## src/design/tlbts_pkg.sv

```systemverilog
`timescale 1ns / 1ps

package tlbts_pkg;

    localparam int TLBTS_SERIES_TERMS = 8;

    localparam int DATA_W    = 32;
    localparam int NUM_ELEMS = 9;
    localparam int NUM_CFG   = 8;
    localparam int CFG_IDX_W = 3;
    localparam int ACC_W     = 40;
    localparam int DIV_BITS  = 8;
    localparam int DIV_CYCLES = ACC_W / DIV_BITS;
    localparam int DCNT_W    = $clog2(DIV_CYCLES);
    localparam int UC_LEN    = 45;
    localparam int PC_W      = 6;

    localparam logic signed [DATA_W-1:0] HALF_Q30 = 32'sh2000_0000;

    typedef enum logic [CFG_IDX_W-1:0] {
        CFG_DECAY,
        CFG_RELAX,
        CFG_DEPHASE,
        CFG_DRIVE1,
        CFG_DRIVE2_RE,
        CFG_DRIVE2_IM,
        CFG_DETUNE1,
        CFG_DETUNE2
    } t_cfg_idx;

    typedef enum logic [3:0] {
        EL_POP_UP,
        EL_POP_1,
        EL_POP_2,
        EL_C01_RE,
        EL_C01_IM,
        EL_C02_RE,
        EL_C02_IM,
        EL_C12_RE,
        EL_C12_IM
    } t_elem;

    typedef enum logic [2:0] {
        S_IDLE,
        S_MUL,
        S_DRAIN,
        S_DIVST,
        S_DIV,
        S_WR,
        S_COPY,
        S_FIN
    } t_state;

    // one product of the bloch right-hand side
    typedef struct packed {
        t_cfg_idx coef;
        t_elem    src;
        logic     half;
        logic     neg;
        logic     dbl;
        logic     last;
    } t_uop;

    typedef struct packed {
        logic            load;
        logic            issue;
        logic [PC_W-1:0] pc;
        logic            div_start;
        logic            div_step;
        logic            write;
        t_elem           elem;
        logic            copy;
        logic            commit;
    } t_cmd;

    typedef struct packed {
        logic [DATA_W-1:0]        step_index;
        logic signed [DATA_W-1:0] pop_upper;
        logic signed [DATA_W-1:0] pop_first;
        logic signed [DATA_W-1:0] pop_second;
        logic signed [DATA_W-1:0] coh_up_first_re;
        logic signed [DATA_W-1:0] coh_up_first_im;
        logic signed [DATA_W-1:0] coh_up_second_re;
        logic signed [DATA_W-1:0] coh_up_second_im;
        logic signed [DATA_W-1:0] coh_lower_re;
        logic signed [DATA_W-1:0] coh_lower_im;
    } t_result;

    function automatic t_uop mk_uop(input t_cfg_idx c, input t_elem s, input logic h,
                                    input logic n, input logic d, input logic l);
        t_uop u;
        u.coef = c;
        u.src  = s;
        u.half = h;
        u.neg  = n;
        u.dbl  = d;
        u.last = l;
        return u;
    endfunction

    // product list, element by element; last marks the end of one derivative
    function automatic t_uop uop_at(input logic [PC_W-1:0] pc);
        t_uop u;
        case (pc)
            6'd0:  u = mk_uop(CFG_DECAY,     EL_POP_UP, 1'b0, 1'b1, 1'b0, 1'b0);
            6'd1:  u = mk_uop(CFG_DRIVE1,    EL_C01_RE, 1'b0, 1'b1, 1'b1, 1'b0);
            6'd2:  u = mk_uop(CFG_DRIVE2_RE, EL_C02_RE, 1'b0, 1'b1, 1'b1, 1'b0);
            6'd3:  u = mk_uop(CFG_DRIVE2_IM, EL_C02_IM, 1'b0, 1'b1, 1'b1, 1'b1);
            6'd4:  u = mk_uop(CFG_DECAY,     EL_POP_UP, 1'b1, 1'b0, 1'b0, 1'b0);
            6'd5:  u = mk_uop(CFG_RELAX,     EL_POP_1,  1'b1, 1'b1, 1'b0, 1'b0);
            6'd6:  u = mk_uop(CFG_RELAX,     EL_POP_2,  1'b1, 1'b0, 1'b0, 1'b0);
            6'd7:  u = mk_uop(CFG_DRIVE1,    EL_C01_RE, 1'b0, 1'b0, 1'b1, 1'b1);
            6'd8:  u = mk_uop(CFG_DECAY,     EL_POP_UP, 1'b1, 1'b0, 1'b0, 1'b0);
            6'd9:  u = mk_uop(CFG_RELAX,     EL_POP_2,  1'b1, 1'b1, 1'b0, 1'b0);
            6'd10: u = mk_uop(CFG_RELAX,     EL_POP_1,  1'b1, 1'b0, 1'b0, 1'b0);
            6'd11: u = mk_uop(CFG_DRIVE2_RE, EL_C02_RE, 1'b0, 1'b0, 1'b1, 1'b0);
            6'd12: u = mk_uop(CFG_DRIVE2_IM, EL_C02_IM, 1'b0, 1'b0, 1'b1, 1'b1);
            6'd13: u = mk_uop(CFG_DECAY,     EL_C01_RE, 1'b1, 1'b1, 1'b0, 1'b0);
            6'd14: u = mk_uop(CFG_DETUNE2,   EL_C01_IM, 1'b0, 1'b1, 1'b0, 1'b0);
            6'd15: u = mk_uop(CFG_DRIVE1,    EL_POP_UP, 1'b0, 1'b0, 1'b0, 1'b0);
            6'd16: u = mk_uop(CFG_DRIVE1,    EL_POP_1,  1'b0, 1'b1, 1'b0, 1'b0);
            6'd17: u = mk_uop(CFG_DRIVE2_RE, EL_C12_IM, 1'b0, 1'b1, 1'b0, 1'b0);
            6'd18: u = mk_uop(CFG_DRIVE2_IM, EL_C12_RE, 1'b0, 1'b0, 1'b0, 1'b1);
            6'd19: u = mk_uop(CFG_DECAY,     EL_C01_IM, 1'b1, 1'b1, 1'b0, 1'b0);
            6'd20: u = mk_uop(CFG_DETUNE2,   EL_C01_RE, 1'b0, 1'b0, 1'b0, 1'b0);
            6'd21: u = mk_uop(CFG_DRIVE2_RE, EL_C12_RE, 1'b0, 1'b1, 1'b0, 1'b0);
            6'd22: u = mk_uop(CFG_DRIVE2_IM, EL_C12_IM, 1'b0, 1'b1, 1'b0, 1'b1);
            6'd23: u = mk_uop(CFG_DECAY,     EL_C02_RE, 1'b1, 1'b1, 1'b0, 1'b0);
            6'd24: u = mk_uop(CFG_DETUNE1,   EL_C02_IM, 1'b0, 1'b1, 1'b0, 1'b0);
            6'd25: u = mk_uop(CFG_DRIVE2_RE, EL_POP_UP, 1'b0, 1'b0, 1'b0, 1'b0);
            6'd26: u = mk_uop(CFG_DRIVE2_RE, EL_POP_2,  1'b0, 1'b1, 1'b0, 1'b0);
            6'd27: u = mk_uop(CFG_DRIVE1,    EL_C12_IM, 1'b0, 1'b1, 1'b0, 1'b1);
            6'd28: u = mk_uop(CFG_DECAY,     EL_C02_IM, 1'b1, 1'b1, 1'b0, 1'b0);
            6'd29: u = mk_uop(CFG_DETUNE1,   EL_C02_RE, 1'b0, 1'b0, 1'b0, 1'b0);
            6'd30: u = mk_uop(CFG_DRIVE2_IM, EL_POP_UP, 1'b0, 1'b0, 1'b0, 1'b0);
            6'd31: u = mk_uop(CFG_DRIVE2_IM, EL_POP_2,  1'b0, 1'b1, 1'b0, 1'b0);
            6'd32: u = mk_uop(CFG_DRIVE1,    EL_C12_RE, 1'b0, 1'b0, 1'b0, 1'b1);
            6'd33: u = mk_uop(CFG_DEPHASE,   EL_C12_RE, 1'b1, 1'b1, 1'b0, 1'b0);
            6'd34: u = mk_uop(CFG_DETUNE2,   EL_C12_IM, 1'b0, 1'b1, 1'b0, 1'b0);
            6'd35: u = mk_uop(CFG_DETUNE1,   EL_C12_IM, 1'b0, 1'b0, 1'b0, 1'b0);
            6'd36: u = mk_uop(CFG_DRIVE2_RE, EL_C01_IM, 1'b0, 1'b0, 1'b0, 1'b0);
            6'd37: u = mk_uop(CFG_DRIVE1,    EL_C02_IM, 1'b0, 1'b1, 1'b0, 1'b0);
            6'd38: u = mk_uop(CFG_DRIVE2_IM, EL_C01_RE, 1'b0, 1'b1, 1'b0, 1'b1);
            6'd39: u = mk_uop(CFG_DEPHASE,   EL_C12_IM, 1'b1, 1'b1, 1'b0, 1'b0);
            6'd40: u = mk_uop(CFG_DETUNE2,   EL_C12_RE, 1'b0, 1'b0, 1'b0, 1'b0);
            6'd41: u = mk_uop(CFG_DETUNE1,   EL_C12_RE, 1'b0, 1'b1, 1'b0, 1'b0);
            6'd42: u = mk_uop(CFG_DRIVE2_RE, EL_C01_RE, 1'b0, 1'b0, 1'b0, 1'b0);
            6'd43: u = mk_uop(CFG_DRIVE1,    EL_C02_RE, 1'b0, 1'b0, 1'b0, 1'b0);
            6'd44: u = mk_uop(CFG_DRIVE2_IM, EL_C01_IM, 1'b0, 1'b0, 1'b0, 1'b1);
            default: u = mk_uop(CFG_DECAY,   EL_POP_UP, 1'b0, 1'b0, 1'b0, 1'b1);
        endcase
        return u;
    endfunction

    // clamp to the 32-bit range
    function automatic logic signed [DATA_W-1:0] sat32(input logic signed [ACC_W:0] v);
        logic signed [DATA_W-1:0] r;
        if ((&v[ACC_W:DATA_W-1]) || !(|v[ACC_W:DATA_W-1])) begin
            r = v[DATA_W-1:0];
        end else if (v[ACC_W]) begin
            r = 32'sh8000_0000;
        end else begin
            r = 32'sh7FFF_FFFF;
        end
        return r;
    endfunction

    function automatic logic signed [DATA_W-1:0] init_val(input int unsigned i);
        logic signed [DATA_W-1:0] r;
        if (i == int'(EL_POP_1) || i == int'(EL_POP_2)) begin
            r = HALF_Q30;
        end else begin
            r = '0;
        end
        return r;
    endfunction

endpackage

```

## src/design/tlbts_ctrl.sv

```systemverilog
`timescale 1ns / 1ps

module tlbts_ctrl #(
    parameter int SERIES_TERMS = 8
) (
    input  logic                        i_clk,
    input  logic                        i_rst_n,
    input  logic                        i_in_valid,
    output logic                        o_in_ready,
    output logic                        o_out_valid,
    input  logic                        i_out_ready,
    output tlbts_pkg::t_cmd             o_cmd,
    output logic [$clog2(SERIES_TERMS)-1:0] o_k
);
    import tlbts_pkg::*;

    localparam int KW = $clog2(SERIES_TERMS);

    t_state          r_state, n_state;
    logic [PC_W-1:0] r_pc, n_pc;
    t_elem           r_elem, n_elem;
    logic [KW-1:0]   r_k, n_k;
    logic [DCNT_W-1:0] r_dcnt, n_dcnt;
    logic            r_out_valid, n_out_valid;
    t_uop            w_uop;

    assign w_uop       = uop_at(r_pc);
    assign o_in_ready  = (r_state == S_IDLE);
    assign o_out_valid = r_out_valid;
    assign o_k         = r_k;

    always_ff @(posedge i_clk) begin
        if (!i_rst_n) begin
            r_state     <= S_IDLE;
            r_pc        <= '0;
            r_elem      <= EL_POP_UP;
            r_k         <= '0;
            r_dcnt      <= '0;
            r_out_valid <= 1'b0;
        end else begin
            r_state     <= n_state;
            r_pc        <= n_pc;
            r_elem      <= n_elem;
            r_k         <= n_k;
            r_dcnt      <= n_dcnt;
            r_out_valid <= n_out_valid;
        end
    end

    always_comb begin
        n_state     = r_state;
        n_pc        = r_pc;
        n_elem      = r_elem;
        n_k         = r_k;
        n_dcnt      = r_dcnt;
        n_out_valid = r_out_valid && !i_out_ready;
        o_cmd       = '0;
        o_cmd.pc    = r_pc;
        o_cmd.elem  = r_elem;
        case (r_state)
            S_IDLE: begin
                if (i_in_valid) begin
                    o_cmd.load = 1'b1;
                    n_pc       = '0;
                    n_elem     = EL_POP_UP;
                    n_k        = KW'(1);
                    n_state    = S_MUL;
                end
            end
            S_MUL: begin
                o_cmd.issue = 1'b1;
                n_pc        = r_pc + 1'b1;
                if (w_uop.last) begin
                    n_state = S_DRAIN;
                end
            end
            S_DRAIN: begin
                n_state = S_DIVST;
            end
            S_DIVST: begin
                o_cmd.div_start = 1'b1;
                n_dcnt          = '0;
                n_state         = S_DIV;
            end
            S_DIV: begin
                o_cmd.div_step = 1'b1;
                n_dcnt         = r_dcnt + 1'b1;
                if (r_dcnt == DCNT_W'(DIV_CYCLES - 1)) begin
                    n_state = S_WR;
                end
            end
            S_WR: begin
                o_cmd.write = 1'b1;
                if (r_elem == EL_C12_IM) begin
                    n_state = S_COPY;
                end else begin
                    n_elem  = t_elem'(r_elem + 4'd1);
                    n_state = S_MUL;
                end
            end
            S_COPY: begin
                o_cmd.copy = 1'b1;
                n_pc       = '0;
                n_elem     = EL_POP_UP;
                if (r_k == KW'(SERIES_TERMS - 1)) begin
                    n_state = S_FIN;
                end else begin
                    n_k     = r_k + 1'b1;
                    n_state = S_MUL;
                end
            end
            S_FIN: begin
                if (!r_out_valid || i_out_ready) begin
                    o_cmd.commit = 1'b1;
                    n_out_valid  = 1'b1;
                    n_state      = S_IDLE;
                end
            end
            default: begin
                n_state = S_IDLE;
            end
        endcase
    end

endmodule

```

## config.mk

```make
export PLATFORM = sky130hd
export DESIGN_NAME = tlbts_ctrl
export DESIGN_NICKNAME = d
export VERILOG_FILES = /design/src/design/tlbts_pkg.sv /design/src/design/tlbts_ctrl.sv
export SDC_FILE = /design/constraint.sdc
export NUM_CORES = 1
export LEC_CHECK = 0
export ABC_CLOCK_PERIOD_IN_PS = 6000
export BUFFER_PORTS_ARGS = -buffer_cell sky130_fd_sc_hd__buf_2
export CAP_MARGIN = 20
export CORE_UTILIZATION = 57
export CTS_CLUSTER_SIZE = 25
export DETAILED_ROUTE_END_ITERATION = 12
export PLACE_DENSITY = 0.86
export SYNTH_ARGS = -nofsm -noshare
export SYNTH_HDL_FRONTEND = slang
export SYNTH_SLANG_ARGS = --single-unit
```

## constraint.sdc

```tcl
create_clock -name i_clk -period 6 [get_ports i_clk]
set_input_delay 0.3 -clock i_clk [delete_from_list [all_inputs] [get_ports i_clk]]
set_output_delay 0.3 -clock i_clk [all_outputs]
set_load 0.02 [all_outputs]
```

# Word level (Yosys, flattened, before mapping)

Memories as Yosys holds them, arrays and structs flattened. A register that Yosys moved wholly into a read port is not among the register bits.
Cells that the tools add are included.

Flip-flop bits (word level): 20
Memory bits (read-only): 704
Bits of input ports: 4
Output and inout port bits: 22
Word-level logic and storage cells: 68
Memories: 1

Memories:

| name            | words | width | read ports | clocked after Yosys merged registers in | wr ports | RTL line         | RTL |
|---|---|---|---|---|---|---|---|
| (no name shown) | 64    | 11    | 1          | 1                                       | 0        | tlbts_pkg.sv:104 | `case (pc)` |

Add/subtract/negate cells: 4
Equality and inequality tests: 16
Muxes and demuxes: 28
Reductions and logical operators: 13

Operators with widths:

| cell                  | number |
|---|---|
| $pmux W3 S8           | 1 |
| $mux W3               | 7 |
| $eq A3 B3 Y1 const B  | 6 |
| $mux W6               | 3 |
| $pmux W6 S3           | 1 |
| $ne A2 B2 Y1 const B  | 6 |
| $pmux W3 S2           | 2 |
| $pmux W4 S3           | 1 |
| $mux W1               | 11 |
| $mux W4               | 2 |
| $add A3 B1 Y3 const B | 2 |
| $add A6 B1 Y6 const B | 1 |
| $eq A3 B2 Y1 const B  | 2 |
| $reduce_and A3 Y1     | 2 |
| $reduce_bool A3 Y1    | 2 |
| $add A4 B1 Y4 const B | 1 |
| $eq A4 B4 Y1 const B  | 1 |
| $reduce_and A4 Y1     | 1 |
| $reduce_bool A2 Y1    | 2 |
| $eq A3 B1 Y1 const B  | 1 |
| $logic_not A3 Y1      | 1 |
| $logic_not A1 Y1      | 2 |
| $reduce_and A2 Y1     | 1 |
| $logic_and A1 B1 Y1   | 1 |
| $logic_or A1 B1 Y1    | 1 |

# Depth between registers and ports, before layout

Depth after elaboration: 5
Gate-level depth with buffers: 10

# Worst setup path before layout

Ideal clock, no wire load.

Path type: register -> register
Start point: reg r_state[0]
End point: reg w_uop[0] (netlist name)
Library setup time: 0.078 ns
Arrival: 2.281 ns
Required time: 5.922 ns
Path slack: 3.641 ns
Cell stages (with the launch flop): 9
Buffers on the path: 1
Period minus slack after synthesis: 2.359 ns
Path through: dfxtp_1 > buf_6 > nor3_1 > a21oi_1 > nand2_1 > a21oi_1 > or4b_1 > a21bo_1 > a32oi_1

Cells in the longest elaborated chain, start to end: 5
Elaborated cells between the ends (all ways): 9
Those cells by class: 3 x eq/ne; 3 x mux; 3 x reduce/logical

Ends and longest elaborated chain:

| item                                                                | RTL line         | RTL |
|---|---|---|
| from (decl)                                                         | tlbts_ctrl.sv:19 | `t_state r_state, n_state;` |
| from (signal assigned)                                              | tlbts_ctrl.sv:41 | `r_state <= n_state;` |
| $logic_not A3 Y1 (*)                                                | -                |  |
| net o_in_ready                                                      | tlbts_ctrl.sv:9  | `output logic o_in_ready,` |
| $ne A2 B2 Y1 (no source line) or $reduce_bool A3 Y1 (tied branches) | -                |  |
| $reduce_and A2 Y1 (no source line)                                  | -                |  |
| $mux W6 (no source line) (*) (2 in series)                          | -                |  |

The timed path passes the listed nets; every way through them passes the cells marked *.
A chain may end at the register's enable or synchronous reset.

# Final worst setup path

Start point: reg r_state[0]
End point: reg w_uop[0] (netlist name)

Cells in the longest elaborated chain, start to end: 5
Elaborated cells between the ends (all ways): 9
Those cells by class: 3 x eq/ne; 3 x mux; 3 x reduce/logical

Ends and longest elaborated chain:

| item                                                                | RTL line         | RTL |
|---|---|---|
| $eq A3 B3 Y1 (tied with other cells)                                | tlbts_ctrl.sv:60 | `case (r_state)` |
| $reduce_bool A3 Y1 (no source line) or $ne A2 B2 Y1 (tied branches) | -                |  |
| $reduce_and A2 Y1 (no source line)                                  | -                |  |
| $mux W6 (no source line) (*) (2 in series)                          | -                |  |

Mark *: on every way between the ends. The rest lies on a longest branch, timed or not.

==> results <==
- The run finished with clean final reports.
- STA puts the critical path data required time at 6240 ps.
- The number of top-level pins is 26.
- The number of port buffers is 25.
- The sum of negative setup slack is 0 ps.
- The ratio of final minimum period to clock period is 45.22%.
- The count of different cell masters after synthesis is 41.
- In the final layout, flip-flops and latches occupy 420.4 sq um.
- The most used flip-flop cell after synthesis is sky130_fd_sc_hd__dfxtp_1.
- The sequential element share of the synthesized area is 33.70%.
- Of the total power, the share spent switching nets is 31.24%.
- The switching power of the nets is 0.00008555 W.
- STA classifies the critical path startpoint as a register.
- Across the run, the number of max-cap violations was 0.
- After global routing the overflow that remains totals 0.
- For this run, the number of Yosys warnings is 0.
- Routability-driven placement finished with a final weighted congestion of 0.8235.
- The kind of capture point of the worst setup path is a register.
- The smallest clock period supported by the final layout is computed as 2713 ps.
- The max-slew violation count came to 0.
- The final-report setup violation count is 0.
- The fraction of final layout cells with drive strength greater than 1 is 17.71%.
- The area taken by multi-input logic gates is 748.2 sq um.
- The CTS clock-pin slew for the worst setup and hold paths is 110 ps.
- Synthesis handed over a netlist of 153 instances.
- The final cell utilization of the core is 69.31%.
- The floorplan has 16 rows.
- The count of clock tree sinks is 21.
- The initial antenna violation count was 0.
- The first global-routing pass estimated 4360 um of wire.
- The CTS tree is done.
- The number of antenna-violating nets in the routed design is 0.
- The data arrival at the endpoint of the critical path is 2950 ps.
- The largest fanout of any net on the critical path is 20.
- The region available for standard cell placement spans 2002 sq um.
- Based on the critical path, the design can be clocked at up to 368.5 MHz.
- The number of enable-type register cells in the synthesized netlist is 0.
- In the final routed layout, each cell accounts on average for 13.32 um.
- The clock reaches the later pin of the worst-skew pair after 310 ps.
- The area share of the leading cell type in the synthesized netlist is 33.70%.
- The most frequent cell after synthesis is sky130_fd_sc_hd__dfxtp_1.
- The buffer count from post-CTS setup fixing is 0.
- The die is 48.78 um tall.
- The number of gates given a new drive strength after cts is 0.
- The full die area is 2379 sq um.
- The clock network fraction of total power is 25.6%.
- Of the total power, combinational logic draws 18.7%.
- By area the synthesized netlist is led by sky130_fd_sc_hd__dfxtp_1 (34%), sky130_fd_sc_hd__ha_1 (7.0%), sky130_fd_sc_hd__o21ai_0 (4.4%), sky130_fd_sc_hd__a21oi_1 (4.0%), sky130_fd_sc_hd__nand2_1 (3.9%).
- Counting along the longest clock path gives a buffer depth of 2.
- After detailed routing, the number of vias per cell comes to 5.752.
- The biggest area contributor in the post-synthesis netlist is sky130_fd_sc_hd__dfxtp_1.
- The number of nets handed over by synthesis was 164.
- The internal power contribution is 0.0001883 W.
- The final worst clock skew is 1.047 ps.
- The number of CTS-inserted buffers is 3.
- The via count of the first global-routing pass came to 985.
- The cell leakage power is 0.6285 nW.
- The synthesized area per cell is 8.153 sq um.
- Setup repair after global routing left no endpoint under its margin.
- The antenna diode count is 0.
- For this block, the routed nets add up to 2690 um of wire.
- The CTS H-tree depth is 1.
- The number of hold buffers added after CTS was 0.
- The initial standard-cell utilization of the core is 62.31%.
- The class of the most critical hold timing path is primary input to register.
- The net count of the finished layout is 187.
- The hold violation count in the final report is 0.
- Detailed routing inserted a total of 1162 vias.
- The growth of design area from synthesis to finish is 11.23%.
- The relative slew slack is 60.84%.
- Per report_power, the sequential group accounts for 55.7% of the total.
- The cell area after synthesis is 1247 sq um.
- The filler cells instantiated in the layout total 166.
- The die boundary width is 48.78 um.
- The total power divided by cell area is 197.4 nW/um^2.
- The number of iterations in the first detailed-routing pass is 4.
- In the routed design, unresolved DRC markers number 0.
- The post-DP HPWL is 1974 um.
- IR analysis of the VDD net gives a maximum drop of 0.0001847 V.
- CTS placed an instance of sky130_fd_sc_hd__clkbuf_4 at the clock tree root.
- By count the netlist is led by sky130_fd_sc_hd__dfxtp_1 (21), sky130_fd_sc_hd__nand2_1 (13), sky130_fd_sc_hd__nor2_1 (12).
- The number of DRC markers after the initial detailed-route iteration is 56.
- After synthesis the netlist holds a flip-flop and latch count of 21.
- By startpoint and endpoint, the worst setup path is classified as register to register.
- At the pin with the least slew margin, the transition time is 586.6 ps.
- The largest net degree at the start of global routing is 21.
- In the global route stage, overall resource usage came out at 24.26%.
- The fraction of synthesis flops using an asynchronous set or reset pin is 0%.
[worst paths after layout]
check | startpoint | depth (start not counted) | endpoint | slack (ps)
worst max-delay path | r_state[0] | 7 | w_uop[0] | 3290
worst max register to register | r_state[0] | 7 | w_uop[0] | 3290
worst min-delay path | i_out_ready | 4 | o_out_valid | 320
worst min register to register | o_k[1] | 2 | o_k[1] | 530
[final cells by class]
| class | count | area share [%] |
|---|---|---|
| Multi-Input combinational cell | 116 | 53.92 |
| Sequential cell | 21 | 30.30 |
| Timing Repair Buffer | 25 | 9.017 |
| Inverter | 9 | 2.435 |
| Tap cell | 27 | 2.435 |
| Clock buffer | 4 | 1.894 |
[power groups by stage]
stage	combinational, W	sequential, W	clock (W)
global route	0.0000564	0.000154	0.0000764
CTS	0.0000510	0.000152	0.0000724
floorplan	0.0000425	0.000152	0
finish	0.0000513	0.000152	0.0000701
global placement	0.0000493	0.000155	0
detailed placement	0.0000507	0.000155	0
[critical path, cell delays in order (launching register included)]
cell and delay (ps):
sky130_fd_sc_hd__dfxtp_1 710, sky130_fd_sc_hd__and3b_1 330, sky130_fd_sc_hd__a21oi_2 300, sky130_fd_sc_hd__o21ai_0 260
sky130_fd_sc_hd__a21oi_4 220, sky130_fd_sc_hd__or4b_1 450, sky130_fd_sc_hd__a21bo_1 200, sky130_fd_sc_hd__a32oi_1 160
[registers in the layout, indices dropped and copies added, names as in the netlist]
name         count
w_uop            1
r_dcnt           3
r_elem           4
r_state          3
o_k              3
r_pc             6
o_out_valid      1
[through the flow]
step / instance area, sq um / hold slack, ps / setup slack (ps) / total power (W) / instances
detailed placement: 1361 / 506.2 / 3391 / 0.0002060 / 198
finish: 1388 / 320.8 / 3287 / 0.0002738 / 202
global placement: 1361 / 486.2 / 3544 / 0.0002041 / 198
floorplan: 1247 / 434.4 / 3641 / 0.0001944 / 153
global route: 1388 / 331.9 / 3126 / 0.0002863 / 202
CTS: 1388 / 318.5 / 3343 / 0.0002754 / 202
[metal layers]
metal  vias up  track usage (%)  wire length [um]
li1        577                -                 -
met1       537            26.85              1109
met2        42            43.52              1399
met3         6            4.673               119
met4         0            12.75                61
met5         -                0                 0
[cell families after synthesis]
kind of cell,synth area share [%]
compound gates,20.26
flops,33.70
xor+xnor,3.510
simple gates,28.39
mux,0.8024
fa+ha+maj,7.021
buf+inv,6.319
[cell usage in the layout (no fill, tap or decap), types with 3 or more instances in the layout]
master,netlist,layout
sky130_fd_sc_hd__xnor2_1,4,4
sky130_fd_sc_hd__a21oi_1,10,10
sky130_fd_sc_hd__o21ai_0,11,11
sky130_fd_sc_hd__a21boi_0,3,3
sky130_fd_sc_hd__buf_2,0,25
sky130_fd_sc_hd__nor2b_1,7,7
sky130_fd_sc_hd__nor2_1,12,12
sky130_fd_sc_hd__inv_1,9,9
sky130_fd_sc_hd__clkbuf_4,0,3
sky130_fd_sc_hd__nand3_1,7,7
sky130_fd_sc_hd__nand2_1,13,13
sky130_fd_sc_hd__dfxtp_1,21,21
sky130_fd_sc_hd__nor3b_1,3,3
sky130_fd_sc_hd__and3_1,3,3
sky130_fd_sc_hd__ha_1,7,7
sky130_fd_sc_hd__and2_1,4,4
sky130_fd_sc_hd__nor3_1,4,4
Note: power is estimated with default switching activity, not from simulation.
